==> config.mk <==
export PLATFORM = sky130hd
export DESIGN_NAME = tprp_ctrl
export DESIGN_NICKNAME = d
export VERILOG_FILES = /design/src/hdl/tprp_pkg.sv /design/src/hdl/tprp_ctrl.sv
export VERILOG_INCLUDE_DIRS = /design/src /design/src/hdl
export SDC_FILE = /design/constraint.sdc
export NUM_CORES = 1
export LEC_CHECK = 0
export ABC_AREA = 1
export BUFFER_PORTS_ARGS = -buffer_cell sky130_fd_sc_hd__clkbuf_2
export CORE_MARGIN = 8
export CORE_UTILIZATION = 30
export CTS_CLUSTER_SIZE = 24
export DETAILED_ROUTE_END_ITERATION = 10
export GPL_ROUTABILITY_DRIVEN = 1
export HOLD_SLACK_MARGIN = 0.02
export PLACE_DENSITY_LB_ADDON = 0.15
export SYNTH_ARGS = -nofsm -noshare
export SYNTH_HDL_FRONTEND = slang
export SYNTH_SLANG_ARGS = --single-unit
==> constraint.sdc <==
create_clock -name clk -period 1.3 [get_ports clk]
set_clock_uncertainty 0.05 [all_clocks]
set_input_delay 0.26 -clock clk [delete_from_list [all_inputs] [get_ports clk]]
set_output_delay 0.26 -clock clk [all_outputs]
set_load 0.005 [all_outputs]
==> src/hdl/tape_pulse_record_play_top_defines.svh <==
`ifndef TAPE_PULSE_RECORD_PLAY_TOP_DEFINES_SVH
`define TAPE_PULSE_RECORD_PLAY_TOP_DEFINES_SVH

// Same-cycle implication, checked at every rising edge outside reset.
`define TPRP_ASSERT_IMP(label, clk, rst, ante, cons, msg) \
  label: assert property (@(posedge clk) disable iff (rst) (ante) |-> (cons)) \
    else $error(msg);

// Next-cycle implication, checked at every rising edge outside reset.
`define TPRP_ASSERT_NXT(label, clk, rst, ante, cons, msg) \
  label: assert property (@(posedge clk) disable iff (rst) (ante) |=> (cons)) \
    else $error(msg);

`endif

==> src/hdl/tprp_pkg.sv <==
package tprp_pkg;

  // Default number of 16-bit pulse slots in the store.
  localparam int STORE_DEPTH_DEF = 65536;

  // Longest pulse that fits one slot.
  localparam logic [15:0] PULSE_MAX = 16'hFFFF;

  // Item commands.
  localparam logic [1:0] CMD_SAMPLE = 2'd0;
  localparam logic [1:0] CMD_REWIND = 2'd1;
  localparam logic [1:0] CMD_FINISH = 2'd2;

  // Result status codes.
  localparam logic [1:0] ST_OK   = 2'd0;
  localparam logic [1:0] ST_BACK = 2'd1;
  localparam logic [1:0] ST_FULL = 2'd2;

  // Configuration register indexes.
  localparam int CFG_IDX_W = 1;
  localparam logic [CFG_IDX_W-1:0] REG_RECORD_MODE   = 1'b0;
  localparam logic [CFG_IDX_W-1:0] REG_INITIAL_LEVEL = 1'b1;

  typedef enum logic [3:0] {
    S_IDLE,
    S_CHECK,
    S_PAIRS,
    S_ROOM,
    S_PUT_SEL,
    S_PUT_LO,
    S_PUT_ZERO,
    S_OFFSET,
    S_PRD,
    S_PSTEP,
    S_OUT
  } state_t;

  // Value written into a slot.
  typedef enum logic [1:0] {
    PUT_MAX,
    PUT_ZERO,
    PUT_REM
  } put_sel_t;

  // Commands from the controller to the datapath.
  typedef struct packed {
    logic       load_in;
    logic       load_len;
    logic       load_pairs;
    logic       put;
    put_sel_t   put_sel;
    logic       sub_rem;
    logic       step;
    logic       set_off;
    logic       park;
    logic       rewind;
    logic       load_out;
    logic [1:0] out_status;
  } dp_cmd_t;

  // Status from the datapath to the controller.
  typedef struct packed {
    logic [1:0] item_cmd;
    logic       rec_mode;
    logic       back;
    logic       past_end;
    logic       lvl_diff;
    logic       room_ok;
    logic       rem_big;
    logic       step_ok;
  } dp_stat_t;

endpackage

==> src/hdl/tprp_ctrl.sv <==
`include "tape_pulse_record_play_top_defines.svh"

module tprp_ctrl (
  input  logic               clk,
  input  logic               rst,
  input  logic               in_valid,
  output logic               in_stall,
  output logic               out_valid,
  input  logic               out_stall,
  input  tprp_pkg::dp_stat_t stat,
  output tprp_pkg::dp_cmd_t  ctl
);
  import tprp_pkg::*;

  state_t     state;
  state_t     state_next;
  logic [1:0] status_code;
  logic [1:0] status_code_next;
  logic       out_valid_next;
  logic       out_held;

  // State, status and output valid registers.
  always_ff @(posedge clk) begin
    if (rst) begin
      state       <= S_IDLE;
      status_code <= ST_OK;
      out_valid   <= 1'b0;
    end else begin
      state       <= state_next;
      status_code <= status_code_next;
      out_valid   <= out_valid_next;
    end
  end

  assign in_stall = state != S_IDLE;

  // A finished item waits while the previous word is still stalled.
  assign out_held = (state == S_OUT) && out_valid && out_stall;

  // Next state and datapath commands.
  always_comb begin
    state_next       = state;
    status_code_next = status_code;
    out_valid_next   = out_valid;
    ctl              = '0;
    ctl.put_sel      = PUT_MAX;
    if (out_valid && !out_stall) begin
      out_valid_next = 1'b0;
    end
    case (state)
      S_IDLE: begin
        if (in_valid) begin
          ctl.load_in      = 1'b1;
          status_code_next = ST_OK;
          state_next       = S_CHECK;
        end
      end
      S_CHECK: begin
        ctl.load_len = 1'b1;
        if (stat.item_cmd == CMD_REWIND) begin
          ctl.rewind = 1'b1;
          state_next = S_OUT;
        end else if (stat.item_cmd == CMD_SAMPLE ||
                     (stat.item_cmd == CMD_FINISH && stat.rec_mode)) begin
          if (stat.back) begin
            status_code_next = ST_BACK;
            state_next       = S_OUT;
          end else if (stat.item_cmd == CMD_FINISH) begin
            state_next = S_PAIRS;
          end else if (stat.rec_mode) begin
            if (stat.lvl_diff) begin
              state_next = S_PAIRS;
            end else begin
              ctl.set_off = 1'b1;
              state_next  = S_OUT;
            end
          end else if (stat.past_end) begin
            ctl.park   = 1'b1;
            state_next = S_OUT;
          end else begin
            state_next = S_PRD;
          end
        end else begin
          // Unknown command, or finish while playing: no change.
          state_next = S_OUT;
        end
      end
      S_PAIRS: begin
        ctl.load_pairs = 1'b1;
        state_next     = S_ROOM;
      end
      S_ROOM: begin
        if (stat.room_ok) begin
          state_next = S_PUT_SEL;
        end else begin
          status_code_next = ST_FULL;
          state_next       = S_OUT;
        end
      end
      S_PUT_SEL: begin
        ctl.put = 1'b1;
        if (stat.rem_big) begin
          ctl.put_sel = PUT_MAX;
          state_next  = S_PUT_LO;
        end else begin
          ctl.put_sel = PUT_REM;
          state_next  = (stat.item_cmd == CMD_FINISH) ? S_PUT_ZERO : S_OFFSET;
        end
      end
      S_PUT_LO: begin
        ctl.put     = 1'b1;
        ctl.put_sel = PUT_ZERO;
        ctl.sub_rem = 1'b1;
        state_next  = S_PUT_SEL;
      end
      S_PUT_ZERO: begin
        ctl.put     = 1'b1;
        ctl.put_sel = PUT_ZERO;
        state_next  = S_OFFSET;
      end
      S_OFFSET: begin
        ctl.set_off = 1'b1;
        state_next  = S_OUT;
      end
      S_PRD: begin
        // Store read of the current slot lands at the next edge.
        state_next = S_PSTEP;
      end
      S_PSTEP: begin
        if (stat.step_ok) begin
          ctl.step   = 1'b1;
          state_next = S_PRD;
        end else begin
          ctl.set_off = 1'b1;
          state_next  = S_OUT;
        end
      end
      S_OUT: begin
        if (!out_valid || !out_stall) begin
          ctl.load_out   = 1'b1;
          out_valid_next = 1'b1;
          state_next     = S_IDLE;
        end
      end
      default: begin
        state_next = S_IDLE;
      end
    endcase
    ctl.out_status = status_code;
  end

  `TPRP_ASSERT_NXT(a_accept_check, clk, rst, in_valid && !in_stall, state == S_CHECK, "accept lost")
  `TPRP_ASSERT_NXT(a_out_wait, clk, rst, out_held, state == S_OUT, "word overrun")
  `TPRP_ASSERT_NXT(a_valid_src, clk, rst, !out_valid && state != S_OUT, !out_valid, "spurious word")

endmodule

Word level (Yosys, flattened, before mapping)
Cells that the tools add are included. Widths: inputs -> output; s select.

Equal/unequal tests: 18. Div/mod/pow operators: 0. $mul: 0. Mux-type cells: 46. Shift-type cells: 0. $add $sub $neg: 0. Order comparisons: 0. Reduce and logical (&&, ||, !) cells: 13. Bitwise logic cells: 0.

Operator list (number): $pmux 4 s11 (1); $mux 4 (9); $mux 2 (14); $mux 1 (19); $eq 4x3->1 const B (4); $eq 4x4->1 const B (3); $ne 2x2->1 const B (5); $eq 4x2->1 const B (2); $pmux 2 s3 (1); $pmux 3 s2 (1); $reduce_and 6->1 (1); $eq 4x1->1 const B (1); $logic_not 4->1 (1); $reduce_bool 4->1 (1); $pmux 1 s3 (1); $reduce_bool 3->1 (1); $eq 2x1->1 const B (1); $eq 2x2->1 const B (1); $logic_and 1x1->1 (2); $logic_not 1->1 (2); $logic_not 2->1 (1); $logic_or 1x1->1 (2); $ne 2x1->1 const B (1); $reduce_and 2->1 (1); $reduce_or 2->1 (1).

Flip-flop bits (word level): 7. Output and inout port bits: 16. Word-level logic and storage cells: 80. Memories kept: 0. Memory bits (writable): 0. Bits in read-only memories: 0. Latch bits: 0.

Longest topological paths before layout
Word-level depth: 7. Mapped depth: 9.

Worst setup path before layout
Ideal clock, no wire load.

Path type: reg2out. From: reg state[3]. To: out ctl[5] in the netlist's numbering. Path slack: 0.046 ns. Cell stages (with the launch flop): 5. Arrival: 0.944 ns. Path buffers: 0. Data required time: 0.990 ns. Path through: dfxtp_1 -> nor2_2 -> nand2_1 -> o21ai_2 -> or2_2.

RTL lines: start, declared (line tprp_ctrl.sv:15) `state_t state;`; start signal, assigned (line tprp_ctrl.sv:29) `state <= state_next;`; end, declared (line tprp_ctrl.sv:11) `output tprp_pkg::dp_cmd_t ctl`.

==> flow_summary.ini <==
[floorplanning]
dieArea_um2 = 3904
ios = 29
row_count = 17
start_util_pct = 30.47
dieWidth_um = 62.48
core_area_um2 = 2127
die_y_um = 62.48

[global_routing]
grt_pass1_wl_um = 3519
antenna_found_initial = 0
grt_overflow = 0
grt_max_degree = 7
grtUsageTotal_pct = 10.58
first_global_vias = 884

[critical_path]
crit_fanout = 4
cp_slowest_cell = dfxtp_4
rr_startpoint = state[3]$_SDFFE_PP0P_
max_stage_delay_ns = 0.37
start_kind = register
crit_type = reg2out
worstSetupEndpointType = primary output
critical_path.cell_chain = inv_4, nor2_4, nand2_1, o21ai_2, or2_2, clkbuf_2
path_buf_inv = 2
crit_required_ns = 0.99
arrival_ns = 1.30
crit_start = state[2]$_SDFFE_PP0P_
critical-path-top-delay-family = simple AND/OR/NAND/NOR gates

[cells_and_area]
drive_above_1_share_pct = 51.72
regArea_um2 = 155.1
layout_commonest_cell = nand2_1
syn_to_final_growth_pct = 80.12
n_fill_cell = 225
multi_input_area_um2 = 490.5
diodes = 0
final_cell_area_um2 = 1167
final_nets = 188
final_cell_mix = 26 x nand2_1, 24 x inv_1, 24 x clkbuf_2, 16 x buf_4, 11 x nor2_1
instances_no_fill = 202

[power_and_ir_drop]
p_total_mw = 2.366
p_leak_nw = 0.6808
peakVddDrop_uv = 985.5
powerDensity_nw_per_um2 = 2027

[logic_synthesis]
synth.distinct_cells = 19
syn_nets = 132
ys_seq_area_share_pct = 21.62
avgSynthCellArea_um2 = 5.446
syn-instance-count = 119
ys.warnings.count = 0
ys_ff_latch = 7
syn_area_um2 = 648.1

[clock_tree]
path_clk_slew_ns = 0.06
htreeDepth = 1
clk_latency_ns = 0.25
cts_tree = built
hold_buffers = 0
root_buffer = clkbuf_4
clock_path_buffers = 2
cts_sinks = 7
cts_buffers = 3

[timing]
worst_slew_pin_slew_ns = 0.3381
finalSetupViolations = 15
post-route-period-util_pct = 124.0
setup-tns-final_ns = -2.489
hold_viol_final = 0
worst_slack_ns = -0.3126
rsz0062_at_grt = yes
period_minus_slack_ns = 1.613
timing.hold.ws_ns = 0.1594
slew_violations = 0
slew_headroom_pct = 77.37
max_freq_mhz = 620.1

[placement]
place.gp.congestion = 0.8422
dp.cells = 187
io_buffer_count = 28
dp_hpwl_um = 1644
placed_cell_area_um2 = 913.4

[detailed_routing]
dr_total_vias = 892
post_drt_wl_per_cell_um = 11.39
drtPass1Iterations = 4
drt-initial-drc-count = 23
viasPerCell = 4.416
ant_nets = 0
wl_um = 2301
drc = 0

[hold_path]
holdCritStartpoint = rst
worstHoldPathType = in2reg

[outcome]
violations = setup timing
status = complete, but fails checks

[job]
max-cap-violations = 0
## cell type report
cell class / count / area share, %
multi-input combinational: 81 / 42.01
timing repair buffer: 51 / 29.05
sequential: 7 / 13.29
inverter: 31 / 10.40
tap: 28 / 3.001
clock buffer: 4 / 2.251
## logic make-up (layout without fill, tap and decap cells)
family	count (synthesis)	count (layout)	share of synthesized area, %
and+or+nand+nor	71	71	51.54
DFF	7	7	21.62
AOI/OAI and AO/OA	10	10	8.880
buffers and inverters	31	86	17.95
## metrics by stage
| stage | setup slack, ns | utilization (%) |
|---|---|---|
| global route | -0.3792 | 54.88 |
| CTS | -0.2876 | 50.12 |
| finish | -0.3126 | 54.88 |
| floorplan | 0.04629 | - |
| detailed placement | -0.1864 | 42.94 |
| global placement | -0.1375 | 42.94 |
## worst register-to-register path, delay by kind of cell, from the launching register on
kind                   cells  cell delay, ns
DFF                        1            0.37
and+or+nand+nor            6            0.50
buffers and inverters      4            0.34
## repair_timing
item / CTS / global route
setup endpoints to repair: 16 / 18
cloned: 0 / 0
pin swaps: 8 / 9
gates resized for setup: 21 / 24
setup buffers: 10 / 5
## path summary, 6_finish.rpt
path                                                    end  slack, ns  depth (start not counted)
worst min register to register         out_valid$_SDFF_PP0_       0.46                          2
worst max-delay path                                 ctl[5]      -0.31                          6
worst min-delay path                  state[2]$_SDFFE_PP0P_       0.16                          2
worst max register to register  status_code[0]$_SDFFE_PP0P_      -0.05                         10
## power by group
group          switching, mW  internal [mW]  total (mW)
Clock                 0.0893          0.118       0.207
Combinational          0.923          0.805        1.73
Sequential             0.110          0.320       0.431
Total                   1.12           1.24        2.37
## synthesized netlist by cell type
cell / count / area share (%)
nor2_4: 2 / 3.5
inv_1: 26 / 15
or2_2: 1 / 0.97
nand3_1: 10 / 7.7
nand3_2: 1 / 1.5
dfxtp_1: 7 / 22
nor4_1: 2 / 1.9
nand3b_1: 2 / 2.3
o21ai_2: 1 / 1.4
nand2_1: 28 / 16
a21oi_2: 1 / 1.4
a21oi_1: 5 / 3.9
o21ai_1: 1 / 0.77
o21ai_0: 2 / 1.5
nor2_1: 16 / 9.3
inv_2: 5 / 2.9
nand2_2: 2 / 1.9
nor2_2: 4 / 3.9
nor3_1: 3 / 2.3
## routing by layer
layer,vias to the layer above,track usage [%],share of wire [%]
met1,402,10.54,40
met2,18,20.31,58
met3,0,2.330,2.3
li1,472,-,-
met5,-,0,0
met4,0,4.558,0
## state kept, by name, indices dropped and copies added, names as in the netlist
register and count:
status_code 2, out_valid 1, state 4
(Power assumes the default switching activity.)
